[src/rtl/rhssm_pkg.sv]
`timescale 1ns / 1ps
`default_nettype none
// ----------------------------------------------------------------------------
// rhssm_pkg
// Types, codes and constants shared by the hot-swap M-state controller.
// ----------------------------------------------------------------------------
package rhssm_pkg;

  // Default number of blink ticks in one blue LED blink period.
  localparam int BLINK_PERIOD_DEF = 10;

  // Operation carried by one input beat.
  typedef enum logic [1:0] {
    OP_POLL  = 2'd0,
    OP_POWER = 2'd1,
    OP_LED   = 2'd2,
    OP_TICK  = 2'd3
  } op_t;

  // Hot-swap states.
  typedef enum logic [2:0] {
    M0 = 3'd0,
    M1 = 3'd1,
    M2 = 3'd2,
    M3 = 3'd3,
    M4 = 3'd4,
    M5 = 3'd5,
    M6 = 3'd6
  } mstate_t;

  // Event codes.
  typedef enum logic [2:0] {
    EV_ABSENT   = 3'd0,
    EV_PRESENT  = 3'd1,
    EV_COMPAT   = 3'd2,
    EV_INCOMPAT = 3'd3,
    EV_OPENED   = 3'd4,
    EV_CLOSED   = 3'd5,
    EV_QUIESCED = 3'd6
  } event_t;

  // LED command codes.
  localparam logic [1:0] LED_SEL_NONE = 2'd3;
  localparam logic [1:0] LED_MODE_OFF = 2'd0;
  localparam logic [1:0] LED_MODE_ON  = 2'd1;

  // Bit positions in the sensor flags.
  localparam int FLB_CLOSED  = 0;
  localparam int FLB_OPEN    = 1;
  localparam int FLB_QUIESC  = 2;
  localparam int FLB_PRESENT = 3;
  localparam int FLB_COMPAT  = 4;
  localparam int FLB_SCAN    = 5;

  // Bit positions in the LED, power and enable groups.
  localparam int LEDB_BLUE  = 0;
  localparam int PWRB_MGMT  = 0;
  localparam int PWRB_PAYLD = 1;
  localparam int ENB_SENS   = 0;
  localparam int ENB_HS     = 1;

  // One input beat.
  typedef struct packed {
    op_t        operation;
    logic       module_absent;
    logic       handle_open;
    logic       compat_ok;
    logic       carrier_active;
    logic       power_level;
    logic [1:0] led_select;
    logic [1:0] led_mode;
  } item_t;

  // Controller state, apart from the blink counter.
  typedef struct packed {
    mstate_t    mstate;
    logic       compat_done;
    logic       blink_on;
    logic [2:0] leds;
    logic [1:0] power;
    logic [5:0] flags;
    logic [1:0] enables;
  } ctl_state_t;

  // One result beat.
  typedef struct packed {
    mstate_t    m_state;
    logic       mgmt_power_on;
    logic       payload_power_on;
    logic       blue_led_on;
    logic       red_led_on;
    logic       green_led_on;
    logic       event_valid;
    event_t     event_code;
    logic [5:0] sensor_flags;
    logic       sensors_enabled;
    logic       hs_sensor_enabled;
  } result_t;

endpackage
`default_nettype wire

[src/rtl/rtm_hot_swap_state_machine.sv]
`timescale 1ns / 1ps
`default_nettype none
// ----------------------------------------------------------------------------
// rtm_hot_swap_state_machine
// Hot-swap M-state controller for a rear transition module: polls, power
// commands, LED commands and blink ticks, one result beat per input beat.
// ----------------------------------------------------------------------------
//   Channel   Direction   Handshake              Payload
//   in_       input       in_valid / in_stall    operation and sampled pins
//   out_      output      out_valid / out_stall  state, enables, LEDs, event
//
// One beat is accepted per cycle while in_stall is low. Its result is offered once
// the beat has moved from the input register into the result register, and is
// taken when out_stall is low.
// The controller state is updated when a beat moves from the input register
// into the result register, so beats are applied strictly in order.
// A stalled result holds the input register, which then stalls the input.
// Synchronous active-low reset puts the controller in M0 with no result pending.
// ----------------------------------------------------------------------------
module rtm_hot_swap_state_machine #(
  parameter int BLINK_PERIOD = rhssm_pkg::BLINK_PERIOD_DEF
) (
  input  wire        clk,
  input  wire        rst_n,
  input  wire        in_valid,
  output logic       in_stall,
  input  wire  [1:0] in_operation,
  input  wire        in_module_absent,
  input  wire        in_handle_open,
  input  wire        in_compat_ok,
  input  wire        in_carrier_active,
  input  wire        in_power_level,
  input  wire  [1:0] in_led_select,
  input  wire  [1:0] in_led_mode,
  output logic       out_valid,
  input  wire        out_stall,
  output logic [2:0] out_m_state,
  output logic       out_mgmt_power_on,
  output logic       out_payload_power_on,
  output logic       out_blue_led_on,
  output logic       out_red_led_on,
  output logic       out_green_led_on,
  output logic       out_event_valid,
  output logic [2:0] out_event_code,
  output logic [5:0] out_sensor_flags,
  output logic       out_sensors_enabled,
  output logic       out_hs_sensor_enabled
);

  localparam int CNT_W = $clog2(BLINK_PERIOD + 1);

  rhssm_pkg::item_t      item_r;
  logic                  item_valid_r;
  rhssm_pkg::ctl_state_t state_r;
  rhssm_pkg::ctl_state_t state_nxt;
  logic [CNT_W-1:0]      blink_cnt_r;
  logic [CNT_W-1:0]      blink_cnt_nxt;
  rhssm_pkg::result_t    result_r;
  rhssm_pkg::result_t    result_nxt;
  logic                  out_valid_r;
  logic                  out_free;
  logic                  step_fire;
  logic                  in_accept;

  // Handshake: the result slot is free when empty or being taken.
  assign out_free  = !out_valid_r || !out_stall;
  assign step_fire = item_valid_r && out_free;
  assign in_stall  = item_valid_r && !out_free;
  assign in_accept = in_valid && !in_stall;

  // Input register.
  always_ff @(posedge clk) begin
    if (!rst_n) begin
      item_valid_r <= 1'b0;
    end else if (in_accept) begin
      item_valid_r <= 1'b1;
    end else if (step_fire) begin
      item_valid_r <= 1'b0;
    end
  end

  always_ff @(posedge clk) begin
    if (in_accept) begin
      item_r.operation      <= rhssm_pkg::op_t'(in_operation);
      item_r.module_absent  <= in_module_absent;
      item_r.handle_open    <= in_handle_open;
      item_r.compat_ok      <= in_compat_ok;
      item_r.carrier_active <= in_carrier_active;
      item_r.power_level    <= in_power_level;
      item_r.led_select     <= in_led_select;
      item_r.led_mode       <= in_led_mode;
    end
  end

  // Step logic between the input register and the result register.
  rhssm_step #(
    .BLINK_PERIOD (BLINK_PERIOD),
    .CNT_W        (CNT_W)
  ) u_step (
    .item          (item_r),
    .st            (state_r),
    .blink_cnt     (blink_cnt_r),
    .st_nxt        (state_nxt),
    .blink_cnt_nxt (blink_cnt_nxt),
    .res           (result_nxt)
  );

  // Controller state.
  always_ff @(posedge clk) begin
    if (!rst_n) begin
      state_r.mstate      <= rhssm_pkg::M0;
      state_r.compat_done <= 1'b0;
      state_r.blink_on    <= 1'b0;
      state_r.leds        <= '0;
      state_r.power       <= '0;
      state_r.flags       <= '0;
      state_r.enables     <= '0;
      blink_cnt_r         <= CNT_W'(BLINK_PERIOD);
    end else if (step_fire) begin
      state_r     <= state_nxt;
      blink_cnt_r <= blink_cnt_nxt;
    end
  end

  // Result register.
  always_ff @(posedge clk) begin
    if (!rst_n) begin
      out_valid_r <= 1'b0;
    end else if (step_fire) begin
      out_valid_r <= 1'b1;
    end else if (!out_stall) begin
      out_valid_r <= 1'b0;
    end
  end

  always_ff @(posedge clk) begin
    if (step_fire) begin
      result_r <= result_nxt;
    end
  end

  // Output ports.
  assign out_valid             = out_valid_r;
  assign out_m_state           = result_r.m_state;
  assign out_mgmt_power_on     = result_r.mgmt_power_on;
  assign out_payload_power_on  = result_r.payload_power_on;
  assign out_blue_led_on       = result_r.blue_led_on;
  assign out_red_led_on        = result_r.red_led_on;
  assign out_green_led_on      = result_r.green_led_on;
  assign out_event_valid       = result_r.event_valid;
  assign out_event_code        = result_r.event_code;
  assign out_sensor_flags      = result_r.sensor_flags;
  assign out_sensors_enabled   = result_r.sensors_enabled;
  assign out_hs_sensor_enabled = result_r.hs_sensor_enabled;

`ifndef NO_ASSERTIONS
  // The input only stalls behind a held result.
  a_stall_cause: assert property (@(posedge clk) disable iff (!rst_n)
    in_stall |-> (out_valid_r && out_stall))
    else $error("input stalled while the result slot was free");

  // The controller state only moves when a beat is stepped.
  a_state_hold: assert property (@(posedge clk) disable iff (!rst_n)
    !step_fire |=> $stable(state_r) && $stable(blink_cnt_r))
    else $error("controller state changed without a beat");

  // The reported state is the state that the beat left behind.
  a_result_state: assert property (@(posedge clk) disable iff (!rst_n)
    step_fire |=> (result_r.m_state == state_r.mstate))
    else $error("result state differs from controller state");

  // The handle is never reported closed and open at once.
  a_flags_excl: assert property (@(posedge clk) disable iff (!rst_n)
    !(state_r.flags[rhssm_pkg::FLB_CLOSED] && state_r.flags[rhssm_pkg::FLB_OPEN]))
    else $error("handle flags closed and open both set");

  // The blink counter stays within one period.
  a_blink_range: assert property (@(posedge clk) disable iff (!rst_n)
    blink_cnt_r <= CNT_W'(BLINK_PERIOD))
    else $error("blink counter beyond its period");
`endif

endmodule
`default_nettype wire

[src/rtl/rhssm_step.sv]
`timescale 1ns / 1ps
`default_nettype none
// ----------------------------------------------------------------------------
// rhssm_step
// Combinational step logic: applies one operation to the controller state and
// forms the result beat from the updated state.
// ----------------------------------------------------------------------------
module rhssm_step #(
  parameter int BLINK_PERIOD = rhssm_pkg::BLINK_PERIOD_DEF,
  parameter int CNT_W        = $clog2(BLINK_PERIOD + 1)
) (
  input  var rhssm_pkg::item_t      item,
  input  var rhssm_pkg::ctl_state_t st,
  input  wire [CNT_W-1:0]           blink_cnt,
  output rhssm_pkg::ctl_state_t     st_nxt,
  output logic [CNT_W-1:0]          blink_cnt_nxt,
  output rhssm_pkg::result_t        res
);

  localparam logic [CNT_W-1:0] CNT_FULL = CNT_W'(BLINK_PERIOD);
  localparam logic [CNT_W-1:0] CNT_HALF = CNT_W'(BLINK_PERIOD / 2);

  rhssm_pkg::mstate_t mstate_nxt;
  logic               ev_valid;
  rhssm_pkg::event_t  ev_code;
  logic [CNT_W-1:0]   cnt_load;

  // Next hot-swap state.
  always_comb begin
    mstate_nxt = st.mstate;
    case (item.operation)
      rhssm_pkg::OP_POLL: begin
        if (item.module_absent) begin
          mstate_nxt = rhssm_pkg::M0;
        end else begin
          case (st.mstate)
            rhssm_pkg::M0: mstate_nxt = rhssm_pkg::M1;
            rhssm_pkg::M1: begin
              if (st.compat_done && item.carrier_active &&
                  st.flags[rhssm_pkg::FLB_COMPAT] && !item.handle_open) begin
                mstate_nxt = rhssm_pkg::M2;
              end
            end
            rhssm_pkg::M2: mstate_nxt = rhssm_pkg::M3;
            rhssm_pkg::M3: if (item.handle_open) mstate_nxt = rhssm_pkg::M6;
            rhssm_pkg::M4: if (item.handle_open) mstate_nxt = rhssm_pkg::M5;
            rhssm_pkg::M5: if (!item.handle_open) mstate_nxt = rhssm_pkg::M4;
            default: mstate_nxt = st.mstate;
          endcase
        end
      end
      rhssm_pkg::OP_POWER: begin
        mstate_nxt = item.power_level ? rhssm_pkg::M4 : rhssm_pkg::M1;
      end
      default: mstate_nxt = st.mstate;
    endcase
  end

  // Power, LEDs, flags, enables, blink counter and the event of this beat.
  always_comb begin
    st_nxt        = st;
    blink_cnt_nxt = blink_cnt;
    ev_valid      = 1'b0;
    ev_code       = rhssm_pkg::EV_ABSENT;
    cnt_load      = (blink_cnt == '0) ? CNT_FULL : blink_cnt;
    case (item.operation)
      rhssm_pkg::OP_POLL: begin
        if (item.module_absent) begin
          // A module pulled out above M0 drops power and reports it.
          if (st.mstate != rhssm_pkg::M0) begin
            st_nxt.enables = '0;
            st_nxt.power   = '0;
            ev_valid       = 1'b1;
            ev_code        = rhssm_pkg::EV_ABSENT;
            st_nxt.flags   = '0;
          end else begin
            st_nxt.flags = st.flags & (6'b1 << rhssm_pkg::FLB_SCAN);
          end
        end else begin
          case (st.mstate)
            rhssm_pkg::M0: begin
              st_nxt.power[rhssm_pkg::PWRB_MGMT] = 1'b1;
              st_nxt.leds[rhssm_pkg::LEDB_BLUE]  = 1'b1;
              st_nxt.blink_on                     = 1'b0;
              st_nxt.enables[rhssm_pkg::ENB_HS]   = 1'b1;
              st_nxt.flags = st.flags & (6'b1 << rhssm_pkg::FLB_SCAN);
              st_nxt.flags[rhssm_pkg::FLB_PRESENT] = 1'b1;
              st_nxt.flags[rhssm_pkg::FLB_OPEN]    = 1'b1;
              ev_valid           = 1'b1;
              ev_code            = rhssm_pkg::EV_PRESENT;
              st_nxt.compat_done = 1'b0;
            end
            rhssm_pkg::M1: begin
              if (!st.compat_done) begin
                // The compatibility result is taken once.
                st_nxt.flags[rhssm_pkg::FLB_COMPAT] = item.compat_ok;
                if (item.compat_ok) begin
                  st_nxt.enables[rhssm_pkg::ENB_SENS] = 1'b1;
                end
                ev_valid           = 1'b1;
                ev_code            = item.compat_ok ? rhssm_pkg::EV_COMPAT
                                                    : rhssm_pkg::EV_INCOMPAT;
                st_nxt.compat_done = 1'b1;
              end else if (item.carrier_active && st.flags[rhssm_pkg::FLB_COMPAT] &&
                           !item.handle_open) begin
                ev_valid = 1'b1;
                ev_code  = rhssm_pkg::EV_CLOSED;
                st_nxt.flags[rhssm_pkg::FLB_OPEN]   = 1'b0;
                st_nxt.flags[rhssm_pkg::FLB_CLOSED] = 1'b1;
              end
            end
            rhssm_pkg::M2: begin
              st_nxt.flags[rhssm_pkg::FLB_SCAN] = 1'b1;
            end
            rhssm_pkg::M3, rhssm_pkg::M4: begin
              if (item.handle_open) begin
                ev_valid = 1'b1;
                ev_code  = rhssm_pkg::EV_OPENED;
                st_nxt.flags[rhssm_pkg::FLB_CLOSED] = 1'b0;
                st_nxt.flags[rhssm_pkg::FLB_OPEN]   = 1'b1;
              end
            end
            rhssm_pkg::M5: begin
              if (!item.handle_open) begin
                ev_valid = 1'b1;
                ev_code  = rhssm_pkg::EV_CLOSED;
                st_nxt.flags[rhssm_pkg::FLB_OPEN]   = 1'b0;
                st_nxt.flags[rhssm_pkg::FLB_CLOSED] = 1'b1;
              end
            end
            rhssm_pkg::M6: begin
              // Quiesced is reported again on every poll while the module is present.
              st_nxt.flags[rhssm_pkg::FLB_QUIESC] = 1'b1;
              st_nxt.flags[rhssm_pkg::FLB_OPEN]   = 1'b0;
              st_nxt.flags[rhssm_pkg::FLB_CLOSED] = 1'b0;
              ev_valid = 1'b1;
              ev_code  = rhssm_pkg::EV_QUIESCED;
            end
            default: st_nxt = st;
          endcase
        end
      end
      rhssm_pkg::OP_POWER: begin
        st_nxt.power[rhssm_pkg::PWRB_PAYLD] = item.power_level;
      end
      rhssm_pkg::OP_LED: begin
        if (item.led_select != rhssm_pkg::LED_SEL_NONE) begin
          if (item.led_mode == rhssm_pkg::LED_MODE_OFF ||
              item.led_mode == rhssm_pkg::LED_MODE_ON) begin
            st_nxt.leds[item.led_select] = (item.led_mode == rhssm_pkg::LED_MODE_ON);
            st_nxt.blink_on              = 1'b0;
          end else begin
            // Any blink request blinks the blue LED.
            st_nxt.blink_on = 1'b1;
          end
        end
      end
      rhssm_pkg::OP_TICK: begin
        if (st.blink_on) begin
          if (cnt_load == CNT_FULL) begin
            st_nxt.leds[rhssm_pkg::LEDB_BLUE] = 1'b1;
          end
          if (cnt_load == CNT_HALF) begin
            st_nxt.leds[rhssm_pkg::LEDB_BLUE] = 1'b0;
          end
          blink_cnt_nxt = cnt_load - CNT_W'(1);
        end
      end
      default: st_nxt = st;
    endcase
    st_nxt.mstate = mstate_nxt;
  end

  // Result beat from the updated state.
  always_comb begin
    res.m_state           = st_nxt.mstate;
    res.mgmt_power_on     = st_nxt.power[rhssm_pkg::PWRB_MGMT];
    res.payload_power_on  = st_nxt.power[rhssm_pkg::PWRB_PAYLD];
    res.blue_led_on       = st_nxt.leds[0];
    res.red_led_on        = st_nxt.leds[1];
    res.green_led_on      = st_nxt.leds[2];
    res.event_valid       = ev_valid;
    res.event_code        = ev_code;
    res.sensor_flags      = st_nxt.flags;
    res.sensors_enabled   = st_nxt.enables[rhssm_pkg::ENB_SENS];
    res.hs_sensor_enabled = st_nxt.enables[rhssm_pkg::ENB_HS];
  end

endmodule
`default_nettype wire
[config.mk]
export PLATFORM = sky130hd
export DESIGN_NAME = rtm_hot_swap_state_machine
export DESIGN_NICKNAME = d
export VERILOG_FILES = /design/src/rtl/rhssm_pkg.sv /design/src/rtl/rtm_hot_swap_state_machine.sv /design/src/rtl/rhssm_step.sv
export SDC_FILE = /design/constraint.sdc
export NUM_CORES = 1
export LEC_CHECK = 0
export BUFFER_PORTS_ARGS = -buffer_cell sky130_fd_sc_hd__clkbuf_2
export CORE_UTILIZATION = 35
export CTS_CLUSTER_SIZE = 20
export DETAILED_ROUTE_END_ITERATION = 7
export MAX_ROUTING_LAYER = met4
export SYNTH_ARGS = -nofsm -noshare
export SYNTH_HDL_FRONTEND = slang
export SYNTH_HIERARCHICAL = 1
export SYNTH_SLANG_ARGS = --single-unit
[constraint.sdc]
create_clock -name clk -period 2.5 [get_ports clk]
set_clock_uncertainty 0.2 [all_clocks]
set_input_delay 0.125 -clock clk [delete_from_list [all_inputs] [get_ports clk]]
set_output_delay 0.125 -clock clk [all_outputs]
set_load 0.02 [all_outputs]
# Word-level counts from Yosys, hierarchy flattened
# Cells that the tools add are included.
[word_totals] wordCells=143 register_bits=55 output_inout_bits=22
[classes] eq_ne=17 n_bitwise=2 magnitude_cmp=2 reduce_logical=30 n_addsub=1 muxes=62
[op_table] operator="3-bit 2-to-1 mux" n=11
[op_table] operator="1-bit 2-to-1 mux" n=26
[op_table] operator="3-bit one-hot mux with 6 select lines" n=1
[op_table] operator="3-bit one-hot mux with 5 select lines" n=1
[op_table] operator="2-bit 2-to-1 mux" n=6
[op_table] operator="4-bit 2-to-1 mux" n=3
[op_table] operator="3-bit one-hot mux with 2 select lines" n=2
[op_table] operator="10-bit 2-to-1 mux" n=1
[op_table] operator="2-bit one-hot mux with 5 select lines" n=1
[op_table] operator="3-bit equality test, second input constant" n=3
[op_table] operator="1-bit logical AND" n=9
[op_table] operator="9-bit 2-to-1 mux" n=1
[op_table] operator="1-bit one-hot mux with 2 select lines" n=4
[op_table] operator="3-bit by 2-bit equality test with 1-bit output, second input constant" n=2
[op_table] operator="6-bit 2-to-1 mux" n=1
[op_table] operator="2-bit inequality test, second input constant" n=3
[op_table] operator="2-bit nonzero test" n=3
[op_table] operator="2-bit OR reduction" n=3
[op_table] operator="1-bit logical NOT" n=5
[op_table] operator="5-bit AND reduction" n=1
[op_table] operator="2-bit by 1-bit equality test with 1-bit output, second input constant" n=2
[op_table] operator="2-bit equality test, second input constant" n=2
[op_table] operator="4-bit by 3-bit equality test with 1-bit output, second input constant" n=1
[op_table] operator="4-bit equality test, second input constant" n=1
[op_table] operator="other kinds (17)" n=21

# Longest topological paths before layout
[depth] depth_word=8 depth_mapped=9

# By module
# Netlist, hierarchy kept.
[modules_own_cells] mod="rtm_hot_swap_state_machine" area_per_inst_um2=1913.1 instances=1 cells_per_inst=134
[modules_own_cells] mod="rhssm_step" area_per_inst_um2=949.7 instances=1 cells_per_inst=156

# Least setup slack after synthesis
# No wires, ideal clock.
[synth_path] path_kind="flip-flop to flip-flop" start="reg out_valid_r, in the netlist out_valid" end="reg item_r[0] in the netlist's numbering (enable)" t_arrival_ns=1.217 slack_ns=0.703 period_less_slack_ns=1.797 path_stages_with_launch=3 cell_sequence="dfxtp_1 > and3_2 > nor2b_1"
[synth_between] elab_chain_len=6
[synth_lines] item="from (decl)" line="rtm_hot_swap_state_machine.sv:60" source="logic out_valid_r;"
[synth_lines] item="from (signal assigned)" line="rtm_hot_swap_state_machine.sv:128" source="out_valid_r <= 1'b0;"
[synth_lines] item="from (signal assigned)" line="rtm_hot_swap_state_machine.sv:130" source="out_valid_r <= 1'b1;"
[synth_lines] item="from (signal assigned)" line="rtm_hot_swap_state_machine.sv:132" source="out_valid_r <= 1'b0;"
[synth_lines] item="1-bit logical NOT" line="rtm_hot_swap_state_machine.sv:66" source="assign out_free = !out_valid_r || !out_stall;"
[synth_lines] item="1-bit logical OR" line="rtm_hot_swap_state_machine.sv:66"
[synth_lines] item="1-bit logical NOT" line="rtm_hot_swap_state_machine.sv:68" source="assign in_stall = item_valid_r && !out_free;"
[synth_lines] item="1-bit logical AND" line="rtm_hot_swap_state_machine.sv:68"
[synth_lines] item="net in_stall" line="rtm_hot_swap_state_machine.sv:26" source="output logic in_stall,"
[synth_lines] item="1-bit logical NOT" line="rtm_hot_swap_state_machine.sv:69" source="assign in_accept = in_valid && !in_stall;"
[synth_lines] item="1-bit logical AND" line="rtm_hot_swap_state_machine.sv:69"
[synth_lines] item="net in_accept" line="rtm_hot_swap_state_machine.sv:63" source="logic in_accept;"
[synth_lines] item="to (decl)" line="rtm_hot_swap_state_machine.sv:52" source="rhssm_pkg::item_t item_r;"
# The timed path passes the listed nets, and every way through them passes these cells.
# A chain may end at the register's enable or synchronous reset.

==> results.cfg <==
[outcome]
status = finished clean

[setup_path]
worstSetupStartpointType = flop
rr_endpoint = state_r[7]$_SDFFE_PN0P_
cp_slowest_cell = edfxtp_1
worstSetupEndpointType = flop
reg2reg_slack_ps = 420
crit_required_ps = 2550
worstSetupEndpoint = state_r[7]$_SDFFE_PN0P_
worstPathArrival_ps = 2140
crit_top_cell = mux2i_1
worst-setup-path-type = flop to flop
crit_fanout = 13
reg2reg_depth = 6
cp_slowest_stage_delay_ps = 560
critPathLaunch = item_r[10]$_DFFE_PP_
crit_chain = or2_1 -> nor2_4 -> mux2i_1 -> o31ai_1 -> nand2_1 -> mux2i_1
r2r-start = item_r[10]$_DFFE_PP_

[cells_and_area]
num-fill-cells = 768
areaGrowthSynthToFinish_pct = 13.2
final_core_util_pct = 41.5
layout-drive-gt1-share_pct = 17.6
diodes = 0
fin_nets = 334
final_cell_area_um2 = 3240

[clocking]
numCtsBuffers = 5
root_buffer = clkbuf_8
post_cts_resized = 0
postCtsSetupBuffers = 0
ctsHoldBuffers = 13
cts_tree = done
cts_sinks = 55
htreeDepth = 2
insertion_delay_ps = 310
clk_path_buf_depth = 2
clk_pin_slew_ps = 100

[yosys]
synth_cells = 290
synth_top_area_share_pct = 32.5
syn_area_um2 = 2860
yosysUniqueCellTypes = 44
synth-seq-cells = 55
postSynthAreaPerCell_um2 = 9.87
mappedNetlistNets = 306
synthTopCellsByArea = edfxtp_1, dfxtp_1, mux2i_1
yosys.area.top_type = edfxtp_1
yosysSeqAreaShare_pct = 49.3
yosysWarnings = 6

[grt]
grt_pass1_wl_mm = 9.92
busiest_layer = met2
met2_usage_pct = 22.8
antenna_found_initial = 0
grt_max_degree = 43
grt-ovfl-total = 0
grt_util_all_layers_pct = 15.2
grt_pass1_vias = 2016
grtUsageMet1_pct = 20.2
globalRouteMet3Util_pct = 3.04

[die]
io_pins = 37
die_area_um2 = 8550
coreArea_um2 = 7810
die_x_um = 92.4
die_y_um = 92.4
num_rows = 32
initial_utilization_pct = 36.7

[timing]
worst_slew_pin_slew_ps = 717
rsz0062_at_grt = false
fmax_ghz = 0.480
finalSetupViolCount = 0
finalSetupTns_ps = 0
slew_headroom_pct = 51.9
fin_crit_sh_pct = 83.3
hold_violations = 0
drv_slew = 0
min_period_ps = 2080

[job]
maxCapViolCount = 0

[power_and_ir_drop]
p_sw_share_pct = 24.2
pwr-share-seq_pct = 56.9
clkPwrFrac_pct = 32.7
vdd_drop_max_uv = 267
intPower_w = 0.00136
switchingPower_w = 0.000432
combPwrFrac_pct = 10.4
p_per_area_nw_per_um2 = 552
p_leak_nw = 1.18

[detailed_routing]
num_vias = 2097
via_per_inst = 4.98
postRouteAntennaNets = 0
routedWlPerCell_um = 13.8
route.detailed.drc = 0
routed_wl_mm = 5.80
first_iter_violations = 197
dr.pass1.iters = 4

[place]
placed_area_um2 = 2990
dpl.hpwl_mm = 3.93
gp_congestion = 0.909
io_buffers = 36

[worst_hold_path]
hold_class = primary input to flop
[through the flow]
stage                     total power [W]  worst slack (ps)  instances  hold WS, ps
after floorplan                   0.00117               703        290         23.9
after global placement            0.00121               490        400          104
after detailed placement          0.00121               425        400          104
after CTS                         0.00182               415        421          143
after global routing              0.00187               232        421          197
final                             0.00179               417        421          134
[cells in the final DEF (no fill, tap or decap), types with 2 or more instances in the layout]
| master | instances |
|---|---|
| nand2b_1 | 7 |
| dlygate4sd3_1 | 13 |
| mux2i_1 | 26 |
| dfxtp_1 | 24 |
| clkbuf_2 | 36 |
| nor3_1 | 6 |
| nor2_1 | 14 |
| xnor2_1 | 2 |
| o21ai_0 | 16 |
| nand3_1 | 5 |
| buf_4 | 4 |
| nand2_1 | 56 |
| edfxtp_1 | 31 |
| nor2b_1 | 9 |
| or3_1 | 2 |
| o211ai_1 | 2 |
| clkbuf_8 | 6 |
| mux2_2 | 3 |
| a21oi_1 | 12 |
| a31oi_1 | 7 |
| o21a_1 | 4 |
| o31ai_1 | 2 |
| nor3b_1 | 2 |
| nand3b_1 | 2 |
| nand4_1 | 2 |
| inv_1 | 5 |
[per-layer routing]
metal | share of wire, % | wire length (um) | up-vias
li1 | - | - | 1065
met4 | 1.6 | 92 | 0
met3 | 3.9 | 229 | 6
met5 | 0 | 0 | -
met2 | 44 | 2570 | 53
met1 | 50 | 2910 | 973
[flip-flops by register name, summed over array words and instances (netlist names), 3 cells and up]
register / flops
out_sensor_flags: 6
out_m_state: 3
blink_cnt_r: 4
state_r: 18
out_event_code: 3
item_r: 11
[cells in the mapped netlist (all sizes together)]
cell / number
nand2: 56
buf: 32
edfxtp: 31
mux2i: 26
dfxtp: 24
o21ai: 16
nor2: 15
a21oi: 12
nor2b: 9
a31oi: 7
nand2b: 7
nor3: 6
inv: 5
nand3: 5
o21a: 4
mux2: 3
nand3b: 2
nand4: 2
nor3b: 2
o211ai: 2
o31ai: 2
or3: 2
xnor2: 2
a2111oi: 1
a21boi: 1
a221o: 1
a22o: 1
a22oi: 1
a32oi: 1
and3: 1
and4b: 1
clkbuf: 1
ha: 1
nor4: 1
o221ai: 1
o311a: 1
o31a: 1
o32a: 1
o32ai: 1
or2: 1
xor2: 1
[final cells by class]
| class | instances | area [um^2] | area share, % |
|---|---|---|---|
| Inverter | 5 | 18.8 | 0.579 |
| Clock buffer | 7 | 108 | 3.32 |
| Tap cell | 102 | 128 | 3.94 |
| Timing Repair Buffer | 54 | 360 | 11.1 |
| Sequential cell | 55 | 1410 | 43.6 |
| Multi-Input combinational cell | 197 | 1210 | 37.2 |
| Clock inverter | 1 | 8.76 | 0.270 |
[cells by family (layout without fill, tap and decap cells)]
logic type	Yosys count	after routing	synth area share (%)
mux	29	29	10.3
fa+ha+maj	1	1	0.437
compound gates	54	54	12.5
flops	55	55	49.3
buf+inv	38	67	8.57
xor+xnor	3	3	0.918
simple gates	110	110	18.0
[worst min-delay path by stage]
stage | from | to | slack (ps) | cells after the start
global placement | in_led_select[0] | item_r[2]$_DFFE_PP_ | 100 | 1
floorplan | in_led_mode[0] | item_r[0]$_DFFE_PP_ | 20 | 0
detailed placement | in_module_absent | item_r[8]$_DFFE_PP_ | 100 | 1
CTS | rst_n | state_r[12]$_SDFFE_PN0P_ | 140 | 3
finish | rst_n | item_valid_r$_SDFFE_PN0P_ | 130 | 2
global route | rst_n | item_valid_r$_SDFFE_PN0P_ | 200 | 2
[power groups by stage]
stage / Clock (W) / Combinational [W] / Sequential, W
6_report: 0.000585 / 0.000186 / 0.00102
5_1_grt: 0.000640 / 0.000205 / 0.00102
4_1_cts: 0.000608 / 0.000188 / 0.00102
3_5_place_dp: 0 / 0.000172 / 0.00104
3_3_place_gp: 0 / 0.000172 / 0.00104
2_1_floorplan: 0 / 0.000126 / 0.00105
[critical path, delay by kind of cell, from the launching register on]
family	cells	cell delay (ps)
and+or+nand+nor	3	760
AOI/OAI and AO/OA	1	270
muxes	2	240
DFF	1	560
(Power assumes the default switching activity.)
